`config.mk`:
```
export PLATFORM = sky130hd
export DESIGN_NAME = hmc_queue
export DESIGN_NICKNAME = d
export VERILOG_FILES = /design/src/rtl/core/hmc_pkg.sv /design/src/rtl/core/hmc_queue.sv
export SDC_FILE = /design/constraint.sdc
export NUM_CORES = 1
export LEC_CHECK = 0
export BUFFER_PORTS_ARGS = -buffer_cell sky130_fd_sc_hd__buf_2
export CAP_MARGIN = 40
export CORE_UTILIZATION = 35
export CTS_BUF_LIST = sky130_fd_sc_hd__clkbuf_4 sky130_fd_sc_hd__clkbuf_8
export DETAILED_ROUTE_END_ITERATION = 10
export SETUP_SLACK_MARGIN = 0.5
export SLEW_MARGIN = 20
export SYNTH_ARGS = -nofsm -noshare
export SYNTH_HDL_FRONTEND = slang
export SYNTH_SLANG_ARGS = --single-unit
```
`constraint.sdc`:
```
create_clock -name clk -period 11 [get_ports clk]
set_input_delay 0.55 -clock clk [delete_from_list [all_inputs] [get_ports clk]]
set_output_delay 0.55 -clock clk [all_outputs]
set_load 0.01 [all_outputs]
```
`src/rtl/core/hmc_pkg.sv`:
```
// ----------------------------------------------------------------------------
// hmc_pkg: shared types and constants of the hashed memo cache
// Request and response layouts, table entry layout and hash constants.
// ----------------------------------------------------------------------------
package hmc_pkg;

  localparam int unsigned HMC_INDEX_BITS = 10;
  localparam int unsigned ID_W           = 63;
  localparam int unsigned EXP_W          = 6;

  // Request operation codes.
  localparam logic OP_LOOKUP = 1'b0;
  localparam logic OP_STORE  = 1'b1;

  // Hash constants, all in 64-bit wrapping arithmetic.
  localparam logic [63:0] GOLDEN    = 64'h9e3779b97f4a7c15;
  localparam logic [63:0] MIX_C1    = 64'hbf58476d1ce4e5b9;
  localparam logic [63:0] MIX_C2    = 64'h94d049bb133111eb;
  localparam logic [63:0] HASH_SEED = 64'h243f6a8885a308d3;

  // Word k (from 0) enters the mixer as w + (k + 2) * GOLDEN: the word
  // offset plus the mixer's own golden-ratio increment.
  localparam logic [63:0] WORD_OFS0 = 64'(GOLDEN * 64'd2);
  localparam logic [63:0] WORD_OFS1 = 64'(GOLDEN * 64'd3);
  localparam logic [63:0] WORD_OFS2 = 64'(GOLDEN * 64'd4);
  localparam logic [63:0] WORD_OFS3 = 64'(GOLDEN * 64'd5);

  typedef struct packed {
    logic             operation;
    logic [ID_W-1:0]  from_id;
    logic [EXP_W-1:0] step_exp;
    logic [ID_W-1:0]  to_id;
  } hmc_req_t;

  typedef struct packed {
    logic            hit;
    logic [ID_W-1:0] result_id;
  } hmc_rsp_t;

  typedef struct packed {
    logic             valid;
    logic [ID_W-1:0]  key_id;
    logic [EXP_W-1:0] key_exp;
    logic [ID_W-1:0]  result;
  } hmc_entry_t;

  function automatic logic [63:0] word_offset(input logic [1:0] k);
    logic [63:0] ofs;
    unique case (k)
      2'd0:    ofs = WORD_OFS0;
      2'd1:    ofs = WORD_OFS1;
      2'd2:    ofs = WORD_OFS2;
      default: ofs = WORD_OFS3;
    endcase
    return ofs;
  endfunction

endpackage

```
`src/rtl/core/hmc_queue.sv`:
```
// ----------------------------------------------------------------------------
// hmc_queue: two-entry request queue
// Decouples the hash front from the table back end.
// ----------------------------------------------------------------------------
module hmc_queue #(
  parameter int unsigned WIDTH = $bits(hmc_pkg::hmc_req_t) + hmc_pkg::HMC_INDEX_BITS
) (
  input  logic             clk,
  input  logic             rst_n,
  input  logic             q_push,
  output logic             q_full,
  input  logic [WIDTH-1:0] q_wdata,
  input  logic             q_pop,
  output logic             q_empty,
  output logic [WIDTH-1:0] q_rdata
);

  logic [WIDTH-1:0] slot_r [2];
  logic             wr_ptr_r, rd_ptr_r;
  logic [1:0]       cnt_r, cnt_nxt;

  assign q_full  = (cnt_r == 2'd2);
  assign q_empty = (cnt_r == 2'd0);
  assign q_rdata = slot_r[rd_ptr_r];

  always_comb begin
    cnt_nxt = cnt_r;
    if (q_push && !q_pop) begin
      cnt_nxt = cnt_r + 2'd1;
    end else if (q_pop && !q_push) begin
      cnt_nxt = cnt_r - 2'd1;
    end
  end

  always_ff @(posedge clk) begin
    if (!rst_n) begin
      wr_ptr_r <= 1'b0;
      rd_ptr_r <= 1'b0;
      cnt_r    <= 2'd0;
    end else begin
      if (q_push) begin
        wr_ptr_r <= ~wr_ptr_r;
      end
      if (q_pop) begin
        rd_ptr_r <= ~rd_ptr_r;
      end
      cnt_r <= cnt_nxt;
    end
  end

  always_ff @(posedge clk) begin
    if (q_push) begin
      slot_r[wr_ptr_r] <= q_wdata;
    end
  end

endmodule

```
==> results.md <==
* Worst max-slew margin expressed relative to the limit at 67.58%
* Top fanout value on the critical path at 34
* Maximum level of the CTS H-tree at 2
* Path type of the worst setup path: reg2out
* Net Sw Power at 0.0005367 W
* Power Internal at 0.001894 W
* Num ports at 292
* Core Rows at 63
* Antenna violations before repair at 0
* Synthesized-area fraction occupied by ao, oa, aoi and oai cells at 0.1851%
* Wire length of the first global-routing pass at 30210 µm
* Crit-path leading delay family: buffers and inverters
* Main flop type after synthesis: sky130_fd_sc_hd__edfxtp_1
* TritonCTS buffer count at 47
* Number of flops mapped to enable cells by yosys at 286
* Layout Skew at 0.01110 ns
* Die outline area at 31610 µm²
* Layout cell share with drive strength beyond 1 at 61.86%
* Via count of the first global-routing pass at 5700
* Detail Route Antenna Nets at 0
* Number of nets in the finished design at 951
* Number of distinct library cells after synthesis at 18
* Stage delay of the slowest cell on the critical path at 0.65 ns
* Slowest cell on the critical path: sky130_fd_sc_hd__dfxtp_4
* Worst-path clk slew at 0.06 ns
* Net Sw Frac at 22.08%
* Insertion delay to the later sink of the worst-skew pair at 0.54 ns
* Buffer depth of the longest clock path at 3
* Number of instances in the synthesized netlist at 467
* CP endpoint kind: primary output
* Clock Sinks at 291
* Multiplexer share of the synthesized area at 17.32%
* Worst path required time at 10.45 ns
* Data arrival time of the critical path at 2.47 ns
* Signed area change from the synthesized netlist to the final layout at 26.96%
* Setup Buffers After CTS at 0
* Type of the worst min-delay path: in2reg
* Sequential share of power at 53.5%
* RSZ-0062 raised after global routing: no
* Number of detailed-route iterations in the first pass at 4
* Total overflow reported by the global router at 0
* Logic pwr share at 11.0%
* Seq/Total Area, Yosys at 80.33%
* DR iter-0 viols at 184
* Pin count of the biggest net entering global routing at 54
* Power per standard cell area at 177.0 nW/µm²
* Synth async-reset ratio at 0%
* Clock tree from TritonCTS: built
* Final Non-Filler Cells at 1229
* Number of buffers and inverters on the critical path at 3
* Number of setup violations in the final report at 0
* Clock group share of total power at 35.5%
* Worst vdd rail ir drop at 0.0001076 V
* Final critical-path share of the clock period at 27.49%
* Leak Pwr at 5.306 nW
* Per-cell routed wire length at 16.89 µm
* Synth warn at 0
* Highest-count cells in the layout ignoring fill and taps: sky130_fd_sc_hd__buf_2 (291), sky130_fd_sc_hd__edfxtp_1 (286), sky130_fd_sc_hd__mux2_2 (73), sky130_fd_sc_hd__mux2_4 (70), sky130_fd_sc_hd__clkbuf_8 (49)
* Area fraction of the dominant cell type after synthesis at 79.41%
* Routed via count divided by cell count at 4.419
* Synth area leaders: sky130_fd_sc_hd__edfxtp_1 (79%), sky130_fd_sc_hd__mux2_4 (9.7%), sky130_fd_sc_hd__mux2_2 (7.6%), sky130_fd_sc_hd__buf_6 (0.94%), sky130_fd_sc_hd__dfxtp_1 (0.93%)
* Core area at 30030 µm²
* Startpoint of the lowest-slack hold path: q_wdata[45]
* Antenna diodes at 0
* Maximum capacitance violations at 0
* Post-Route Utilization at 45.72%
* Chip height at 177.8 µm
* Number of DRC violations after detailed routing at 0
* Most common library cell in the layout ignoring fill and taps: sky130_fd_sc_hd__buf_2
* Simple-gate portion of the synthesized area at 0.5090%
* Root buffer cell: sky130_fd_sc_hd__clkbuf_8
* Hold bufs inserted after CTS at 0
* Outcome: finished, final reports clean
* Setup crit start kind: register
* Cell Chain, Critical Path: buf_4 > buf_16 > mux2_2 > buf_2
* Post-Syn Area per Cell at 23.16 µm²
* Adder and majority cell fraction of the synthesized area at 0.1157%
* Maximum operating frequency at 0.3307 GHz
* Number of pins with negative max-slew slack in the final report at 0
* Initial standard-cell utilization of the core at 36.01%
* Time the worst path needs with I/O delays and setup at 3.024 ns
* Slew at the pin closest to its max-slew limit at 0.4863 ns
* Dominant combinational cell family by area after synthesis: multiplexers
* Final weighted congestion in routability-driven placement at 0.7042
* Sum Neg Setup Slack at 0 ns
* Reg-to-Reg Start: wr_ptr_r$_SDFFE_PN0P_
* Die Wd at 177.8 µm
* Number of cells upsized or downsized after cts at 0
* Final wirelength at 20760 µm
* Total routing resource utilization after global routing at 12.48%
* Count of placed standard cells including taps at 1144
* Detailed-route via count at 5431
* Leading area contributor after synthesis: sky130_fd_sc_hd__edfxtp_1
* Placed wire-length estimate at 13850 µm
* Count of buffers inserted at the top-level ports at 291
* Xor and xnor area share after synthesis at 0.2429%
* Synthesis-stage register bit count at 291
* Post-synthesis net count at 615
* Syn Std Cell Area at 10820 µm²
* Hold Violations, Final at 0
==> final timing paths <==
kind              slack, ns  cells past startpoint                       to
setup / recovery       7.98                      4               q_rdata[4]
hold / removal         0.20                      1  slot_r[0][45]$_DFFE_PP_
setup reg to reg       9.38                      3  slot_r[0][93]$_DFFE_PP_
hold reg to reg        0.52                      2    cnt_r[1]$_SDFFE_PN0P_
==> stage by stage <==
stage	power [W]	area (µm²)	hold WS [ns]	worst slack (ns)
2_1_floorplan	0.001488	10820	0.4737	3.566
3_3_place_gp	0.001584	12680	0.4965	8.271
3_5_place_dp	0.001597	12850	0.5118	8.478
4_1_cts	0.002473	13730	0.1488	7.868
5_1_grt	0.002533	13730	0.1526	7.796
6_report	0.002431	13730	0.2014	7.976
==> flip-flops by register name (all words and copies together), names as in the netlist, named ones only <==
register / cells
wr_ptr_r: 1
rd_ptr_r: 1
slot_r: 286
cnt_r: 2
==> layer usage <==
metal  up-vias  GRT usage [%]  part of all wire, %
li1       2541              -                    -
met1      2626          14.14                   39
met2       214          21.50                   49
met3        50          4.649                  9.0
met4         0          4.380                  2.5
met5         -              0                    0
==> synthesized netlist by cell type (all sizes together) (2+ instances only) <==
library cell	number
edfxtp	286
xor2	2
nor2b	2
mux2	143
and2	4
dfxtp	5
buf	16
==> power groups by stage <==
stage	logic, W	registers [W]	clock network (W)
6_report	0.000268	0.00130	0.000862
5_1_grt	0.000289	0.00131	0.000938
4_1_cts	0.000274	0.00130	0.000898
3_5_place_dp	0.000273	0.00132	0
3_3_place_gp	0.000261	0.00132	0
2_1_floorplan	0.000163	0.00133	0
==> final cells by class <==
class / count / area (µm²)
sequential: 291 / 8692
clock buffer: 68 / 817.0
fill: 2622 / 16300
tap: 390 / 488.0
timing repair buffer: 303 / 1667
inverter: 1 / 3.754
clock inverter: 17 / 66.31
multi-input combinational: 159 / 1997
==> cells by family (layout without fill, tap and decap cells) <==
kind of cell / after synthesis / after routing
compound gates: 3 / 3
xor+xnor: 3 / 3
fa+ha+maj: 1 / 1
buf+inv: 17 / 389
flops: 291 / 291
mux: 143 / 143
simple gates: 9 / 9
No activity file was read; power rests on OpenSTA's default activity.
