**src/rtl/core/hmc_pkg.sv**
```systemverilog
// ----------------------------------------------------------------------------
// hmc_pkg: shared types and constants of the hashed memo cache
// Request and response layouts, table entry layout and hash constants.
// ----------------------------------------------------------------------------
package hmc_pkg;

  localparam int unsigned HMC_INDEX_BITS = 10;
  localparam int unsigned ID_W           = 63;
  localparam int unsigned EXP_W          = 6;

  // Request operation codes.
  localparam logic OP_LOOKUP = 1'b0;
  localparam logic OP_STORE  = 1'b1;

  // Hash constants, all in 64-bit wrapping arithmetic.
  localparam logic [63:0] GOLDEN    = 64'h9e3779b97f4a7c15;
  localparam logic [63:0] MIX_C1    = 64'hbf58476d1ce4e5b9;
  localparam logic [63:0] MIX_C2    = 64'h94d049bb133111eb;
  localparam logic [63:0] HASH_SEED = 64'h243f6a8885a308d3;

  // Word k (from 0) enters the mixer as w + (k + 2) * GOLDEN: the word
  // offset plus the mixer's own golden-ratio increment.
  localparam logic [63:0] WORD_OFS0 = 64'(GOLDEN * 64'd2);
  localparam logic [63:0] WORD_OFS1 = 64'(GOLDEN * 64'd3);
  localparam logic [63:0] WORD_OFS2 = 64'(GOLDEN * 64'd4);
  localparam logic [63:0] WORD_OFS3 = 64'(GOLDEN * 64'd5);

  typedef struct packed {
    logic             operation;
    logic [ID_W-1:0]  from_id;
    logic [EXP_W-1:0] step_exp;
    logic [ID_W-1:0]  to_id;
  } hmc_req_t;

  typedef struct packed {
    logic            hit;
    logic [ID_W-1:0] result_id;
  } hmc_rsp_t;

  typedef struct packed {
    logic             valid;
    logic [ID_W-1:0]  key_id;
    logic [EXP_W-1:0] key_exp;
    logic [ID_W-1:0]  result;
  } hmc_entry_t;

  function automatic logic [63:0] word_offset(input logic [1:0] k);
    logic [63:0] ofs;
    unique case (k)
      2'd0:    ofs = WORD_OFS0;
      2'd1:    ofs = WORD_OFS1;
      2'd2:    ofs = WORD_OFS2;
      default: ofs = WORD_OFS3;
    endcase
    return ofs;
  endfunction

endpackage

```
**src/rtl/core/hmc_front.sv**
```systemverilog
// ----------------------------------------------------------------------------
// hmc_front: request intake and iterative key hash
// Takes one request, hashes its key with one shared 32x32 multiplier and
// hands the request with its table index to the request queue.
// ----------------------------------------------------------------------------
module hmc_front #(
  parameter int unsigned INDEX_BITS = hmc_pkg::HMC_INDEX_BITS
) (
  input  logic                   clk,
  input  logic                   rst_n,
  input  logic                   req_valid,
  input  hmc_pkg::hmc_req_t      req_in,
  output logic                   idle,
  output logic                   q_push,
  input  logic                   q_full,
  output hmc_pkg::hmc_req_t      q_req,
  output logic [INDEX_BITS-1:0]  q_index
);

  typedef enum logic [5:0] {
    F_IDLE = 6'b000001,
    F_PREP = 6'b000010,
    F_MUL1 = 6'b000100,
    F_MUL2 = 6'b001000,
    F_MULG = 6'b010000,
    F_PUSH = 6'b100000
  } front_state_t;

  localparam logic [1:0] PH_LAST  = 2'd3;
  localparam logic [1:0] WORD_END = 2'd3;

  front_state_t          state_r, state_nxt;
  hmc_pkg::hmc_req_t     req_r, req_nxt;
  logic [63:0]           h_r, h_nxt;
  logic [63:0]           mul_a_r, mul_a_nxt;
  logic [63:0]           acc_r, acc_nxt;
  logic [1:0]            phase_r, phase_nxt;
  logic [1:0]            word_r, word_nxt;
  logic                  final_r, final_nxt;
  logic [INDEX_BITS-1:0] index_r, index_nxt;

  logic [63:0] mul_const;
  logic [31:0] op_a, op_c;
  logic [63:0] prod;
  logic [63:0] word_val, word_in, mixed_out, h_mixed, h_mul, fin_in;
  logic        in_mul;

  // One 32x32 multiplier; a 64-bit wrapping product takes three passes.
  always_comb begin
    unique case (state_r)
      F_MUL1:  mul_const = hmc_pkg::MIX_C1;
      F_MUL2:  mul_const = hmc_pkg::MIX_C2;
      default: mul_const = hmc_pkg::GOLDEN;
    endcase
  end

  assign op_a   = (phase_r == 2'd2) ? mul_a_r[63:32] : mul_a_r[31:0];
  assign op_c   = (phase_r == 2'd1) ? mul_const[63:32] : mul_const[31:0];
  assign prod   = {32'b0, op_a} * {32'b0, op_c};
  assign in_mul = (state_r == F_MUL1) || (state_r == F_MUL2) || (state_r == F_MULG);

  assign word_val  = word_r[0] ? {58'b0, req_r.step_exp} : {1'b0, req_r.from_id};
  assign word_in   = word_val + hmc_pkg::word_offset(word_r);
  assign mixed_out = acc_r ^ (acc_r >> 31);
  assign h_mixed   = h_r ^ mixed_out;
  assign h_mul     = acc_r ^ (mul_a_r >> 32);
  assign fin_in    = h_mul + hmc_pkg::GOLDEN;

  always_comb begin
    acc_nxt = acc_r;
    if (in_mul) begin
      if (phase_r == 2'd0) begin
        acc_nxt = prod;
      end else if (phase_r != PH_LAST) begin
        acc_nxt = acc_r + {prod[31:0], 32'b0};
      end
    end
  end

  always_comb begin
    state_nxt = state_r;
    req_nxt   = req_r;
    h_nxt     = h_r;
    mul_a_nxt = mul_a_r;
    phase_nxt = phase_r;
    word_nxt  = word_r;
    final_nxt = final_r;
    index_nxt = index_r;
    q_push    = 1'b0;
    if (in_mul && phase_r != PH_LAST) begin
      phase_nxt = phase_r + 2'd1;
    end
    unique case (state_r)
      F_IDLE: begin
        if (req_valid) begin
          req_nxt   = req_in;
          h_nxt     = hmc_pkg::HASH_SEED;
          word_nxt  = 2'd0;
          final_nxt = 1'b0;
          state_nxt = F_PREP;
        end
      end
      F_PREP: begin
        mul_a_nxt = word_in ^ (word_in >> 30);
        phase_nxt = 2'd0;
        state_nxt = F_MUL1;
      end
      F_MUL1: begin
        if (phase_r == PH_LAST) begin
          mul_a_nxt = acc_r ^ (acc_r >> 27);
          phase_nxt = 2'd0;
          state_nxt = F_MUL2;
        end
      end
      F_MUL2: begin
        if (phase_r == PH_LAST) begin
          phase_nxt = 2'd0;
          if (final_r) begin
            index_nxt = mixed_out[INDEX_BITS-1:0];
            state_nxt = F_PUSH;
          end else begin
            h_nxt     = h_mixed;
            mul_a_nxt = h_mixed;
            state_nxt = F_MULG;
          end
        end
      end
      F_MULG: begin
        if (phase_r == PH_LAST) begin
          h_nxt     = h_mul;
          phase_nxt = 2'd0;
          if (word_r == WORD_END) begin
            final_nxt = 1'b1;
            mul_a_nxt = fin_in ^ (fin_in >> 30);
            state_nxt = F_MUL1;
          end else begin
            word_nxt  = word_r + 2'd1;
            state_nxt = F_PREP;
          end
        end
      end
      F_PUSH: begin
        if (!q_full) begin
          q_push    = 1'b1;
          state_nxt = F_IDLE;
        end
      end
      default: begin
        state_nxt = F_IDLE;
      end
    endcase
  end

  always_ff @(posedge clk) begin
    if (!rst_n) begin
      state_r <= F_IDLE;
      phase_r <= 2'd0;
      word_r  <= 2'd0;
      final_r <= 1'b0;
    end else begin
      state_r <= state_nxt;
      phase_r <= phase_nxt;
      word_r  <= word_nxt;
      final_r <= final_nxt;
    end
  end

  always_ff @(posedge clk) begin
    req_r   <= req_nxt;
    h_r     <= h_nxt;
    mul_a_r <= mul_a_nxt;
    acc_r   <= acc_nxt;
    index_r <= index_nxt;
  end

  assign idle    = (state_r == F_IDLE);
  assign q_req   = req_r;
  assign q_index = index_r;

  // The index is only handed on after the final mixing round.
  a_push_after_final: assert property (@(posedge clk) disable iff (!rst_n)
    $rose(state_r == F_PUSH) |-> $past(final_r))
    else $error("front reached push without the final mixing round");

endmodule

```
**config.mk**
```make
export PLATFORM = sky130hd
export DESIGN_NAME = hmc_front
export DESIGN_NICKNAME = d
export VERILOG_FILES = /design/src/rtl/core/hmc_pkg.sv /design/src/rtl/core/hmc_front.sv
export SDC_FILE = /design/constraint.sdc
export NUM_CORES = 2
export LEC_CHECK = 0
export ABC_AREA = 1
export BUFFER_PORTS_ARGS = -buffer_cell sky130_fd_sc_hd__buf_2
export CAP_MARGIN = 30
export CORE_ASPECT_RATIO = 1.5
export CORE_MARGIN = 2
export CORE_UTILIZATION = 60
export CTS_CLUSTER_DIAMETER = 120
export DETAILED_ROUTE_END_ITERATION = 16
export PLACE_DENSITY = 0.76
export SYNTH_ARGS = -nofsm -noshare
export SYNTH_HDL_FRONTEND = slang
export SYNTH_SLANG_ARGS = --single-unit
```
**constraint.sdc**
```tcl
create_clock -name clk -period 26 [get_ports clk]
set_input_delay 5.2 -clock clk [delete_from_list [all_inputs] [get_ports clk]]
set_output_delay 5.2 -clock clk [all_outputs]
set_load 0.01 [all_outputs]
```
==> flow_metrics.tcl, run 1 <==
set metrics [dict create \
    grt_usage 0.721 \
    io_buffers 281 \
    rows 143 \
    grt-ovfl-total 651 \
    grt_pass1_vias 71700 \
    syn_area_um2 60800 \
    grt_max_degree 74 \
    die_h_um 394 \
    firstError "[ERROR GRT-0116] Global routing finished with congestion. Check the congestion regions in the DRC Viewer." \
    htreeDepth 1 \
    cts_setup_buffers 0 \
    die_x_um 264 \
    ys_seq_area_frac 0.169 \
    failing_step "5_1_grt" \
    dp_hpwl_um 241000 \
    outcome "stopped before the end" \
    cts-root-buf "clkbuf_16" \
    routabilityCongestion 1.23 \
    cts_hold_buffers 0 \
    cts_resized 0 \
    grt_pass1_wl_um 548000 \
    synthCells 8060 \
    ioPinCount 282 \
    synth_edf_count 335 \
    synth-main-ff-cell "edfxtp_1" \
    start_util 0.602 \
    yosysWarnings 0 \
    async_reset_ff_frac 0 \
    ys_seq_elements 346 \
    ctsLongestPathBuffers 3 \
    cts_sinks 346 \
    synthDistinctLibCells 63 \
    syn_avg_cell_area_um2 7.54 \
    cts_buffers 31 \
    synthesis.nets 9447 \
]
==> synthesized netlist by cell type (18+ instances only) <==
cell type,number,area (um^2)
nand2_1,2028,7610
inv_1,1724,6470
fa_1,898,18000
nor2_1,879,3300
nand3_1,427,2140
ha_1,352,4400
edfxtp_1,335,10100
a21oi_1,284,1420
o21ai_0,204,1020
clkbuf_1,136,510
xor2_1,91,797
xnor2_1,70,613
nand4_1,61,382
nor3_1,47,235
buf_2,43,215
o21bai_1,39,293
o21ai_1,36,180
nand3b_1,31,233
o211ai_1,28,210
or2_2,28,175
o21a_1,26,195
buf_1,23,86.3
nor2_2,23,144
a31oi_1,19,119
a21boi_0,18,135
inv_2,18,67.6
==> per-layer routing <==
layer,GRT usage,GRT overflow
met1,0.692,4
met2,0.939,364
met3,0.520,6
met4,0.772,276
met5,0.160,1
==> metrics by stage <==
step	setup WS (ns)	instances	util	instance area [um^2]	hold slack, ns
2_1_floorplan	13.90	8060	-	60800	0.476
3_5_place_dp	13.71	9538	0.632	63800	0.503
3_3_place_gp	13.72	9537	0.632	63700	0.495
4_1_cts	13.64	9595	0.642	64800	0.515
==> logic make-up after synthesis <==
| family | after synthesis | synth area share |
|---|---|---|
| AO/OA/AOI/OAI | 737 | 0.0702 |
| XOR/XNOR | 161 | 0.0232 |
| adder cells (fa/ha/maj) | 1250 | 0.368 |
| buffers and inverters | 1965 | 0.124 |
| flip-flops | 346 | 0.169 |
| AND/OR/NAND/NOR | 3601 | 0.246 |
==> run 2: changes to the inputs <==
--- a/config.mk
+++ b/config.mk
@@ -8,12 +8,10 @@
 export ABC_AREA = 1
 export BUFFER_PORTS_ARGS = -buffer_cell sky130_fd_sc_hd__buf_2
 export CAP_MARGIN = 30
-export CORE_ASPECT_RATIO = 1.5
 export CORE_MARGIN = 2
-export CORE_UTILIZATION = 60
-export CTS_CLUSTER_DIAMETER = 120
+export CORE_UTILIZATION = 40
 export DETAILED_ROUTE_END_ITERATION = 16
-export PLACE_DENSITY = 0.76
+export PLACE_DENSITY_LB_ADDON = 0.15
 export SYNTH_ARGS = -nofsm -noshare
 export SYNTH_HDL_FRONTEND = slang
 export SYNTH_SLANG_ARGS = --single-unit
==> flow_metrics.tcl, run 2 <==
set metrics [dict create \
    ant_nets 0 \
    r2r_slack_ns 13.43 \
    crit_slowest_cell "xor2_1" \
    met1_usage 0.481 \
    cts-root-buf "clkbuf_16" \
    cts_setup_buffers 0 \
    drv_slew 0 \
    pre_cts_slack_ns 13.89 \
    multiInputGateArea_um2 43100 \
    async_reset_ff_frac 0 \
    synth_edf_count 335 \
    fin_nets 9683 \
    regToRegStartpoint "phase_r[1]" \
    seq_area_um2 10300 \
    syn_avg_cell_area_um2 7.54 \
    met2_usage 0.624 \
    cp_max_fo 34 \
    vias_per_cell 5.44 \
    grt_pass1_wl_um 423000 \
    worstMarginPinSlew_ns 1.10 \
    ioPinCount 282 \
    cts_hold_buffers 0 \
    grt-ovfl-total 0 \
    core_um2 151000 \
    routabilityCongestion 1.04 \
    yosys.cell_count.top_type "nand2_1" \
    drc 0 \
    finalClockSkew_ns 0.0378 \
    grt_max_degree 80 \
    use_met3 0.0620 \
    cts_tree "yes" \
    cp-end-kind "register" \
    fillCellCount 15900 \
    insertion_delay_ns 0.62 \
    dp_hpwl_um 256000 \
    antenna_found_initial 9 \
    cts_resized 0 \
    ys_seq_area_frac 0.169 \
    die-area_um2 155000 \
    start_util 0.401 \
    finalHoldViolations 0 \
    drive_gt1_frac 0.0752 \
    max_freq_mhz 79.6 \
    htreeDepth 2 \
    grt_usage 0.385 \
    worstSetupEndpoint "acc_r[63]" \
    whs_ns 0.516 \
    cp_data_required_time_ns 26.35 \
    firstDrtPassIters 8 \
    finalWorstSetupSlack_ns 13.43 \
    setup_viol 0 \
    yosysWarnings 0 \
    grt_setup_unrepaired "false" \
    worstSetupStartpoint "phase_r[1]" \
    clkSlewWorstSetupHoldPaths_ns 0.06 \
    layout_common_cells "2027 x nand2_1, 1723 x inv_1, 898 x fa_1" \
    layout_commonest_cell "nand2_1" \
    largest_register_ffs 133 \
    hp-class "register to register" \
    setup_tns_ns 0 \
    start_kind "register" \
    arrival_ns 12.92 \
    ys_seq_elements 346 \
    die_h_um 394 \
    relSlewSlack 0.262 \
    crit_top_cell "fa_1" \
    rows 143 \
    outcome "finished, final reports clean" \
    synth-main-ff-cell "edfxtp_1" \
    yosys.area.top_type_share 0.296 \
    post-route-min-period_ns 12.57 \
    slowest_delay_ns 0.69 \
    grt_busiest_layer "met2" \
    die_x_um 394 \
    synthesis.nets 9447 \
    wl_per_cell_um 28.9 \
    timing_worst_setup_path_type "register to register" \
    synthTopCellsByArea "fa_1 30%, edfxtp_1 17%, nand2_1 13%, inv_1 11%, ha_1 7.2%" \
    grt_pass1_vias 57300 \
    drt_wl_total_um 299000 \
    finalCritPeriodShare 0.483 \
    synth_top_area_cell "fa_1" \
    cts_sinks 346 \
    synthTopCellsByCount "2028 x nand2_1, 1724 x inv_1, 898 x fa_1" \
    synthDistinctLibCells 63 \
    r2r_end "acc_r[63]" \
    drtIter0Drc 5459 \
    via_count 56400 \
    syn_area_um2 60800 \
    io_buffers 281 \
    ctsLongestPathBuffers 3 \
    cts_buffers 38 \
    r2r_cells 38 \
    synthCells 8060 \
    drv_cap 0 \
    syn_to_final_growth_pct 8.74 \
]
-- run 2: kinds of logic after synthesis --
logic type / count (synthesis) / synth area share
AND/OR/NAND/NOR: 3601 / 0.246
buffers and inverters: 1965 / 0.124
adder cells (fa/ha/maj): 1250 / 0.368
AO/OA/AOI/OAI: 737 / 0.0702
flip-flops: 346 / 0.169
XOR/XNOR: 161 / 0.0232
-- run 2: critical path: cells and delay by family (launching register included) --
family          cells  cell delay, ns
fa+ha+maj          11            4.95
simple gates       13            2.69
buf+inv             9            2.55
compound gates      4            1.01
xor+xnor            1            0.69
flops               1            0.34
-- run 2: stage by stage --
stage,instance area (um^2),cells,utilization
final,66100,10400,0.437
after global placement,64800,10300,0.428
after floorplan,60800,8060,-
after detailed placement,64900,10300,0.429
after global routing,66100,10400,0.436
after CTS,66100,10400,0.436
-- run 2: metal layers --
layer | share of wire | up-vias
li1 | - | 25100
met1 | 0.39 | 27800
met2 | 0.46 | 2797
met3 | 0.075 | 700
met4 | 0.077 | 4
met5 | 0.000094 | -
-- run 2: worst min path at each step --
stage | startpoint | endpoint | slack (ns) | cells past startpoint
final | final_r | final_r | 0.52 | 2
after floorplan | phase_r[1] | phase_r[1] | 0.48 | 2
after global routing | phase_r[1] | phase_r[1] | 0.55 | 2
after detailed placement | final_r | final_r | 0.51 | 2
after global placement | phase_r[1] | phase_r[1] | 0.50 | 2
after CTS | final_r | final_r | 0.52 | 2
-- run 2: final cells by class --
cell class	instances	share of cell area
multi-input combinational	5749	0.652
sequential	346	0.156
inverter	1755	0.0998
tap	2030	0.0384
timing repair buffer	406	0.0365
clock buffer	51	0.0158
clock inverter	17	0.00167
antenna	4	0.000151
Power of run 2 is left out: the tool's default activity adds up to more than one toggle a clock period on the data nets, which glitch-free logic cannot reach.
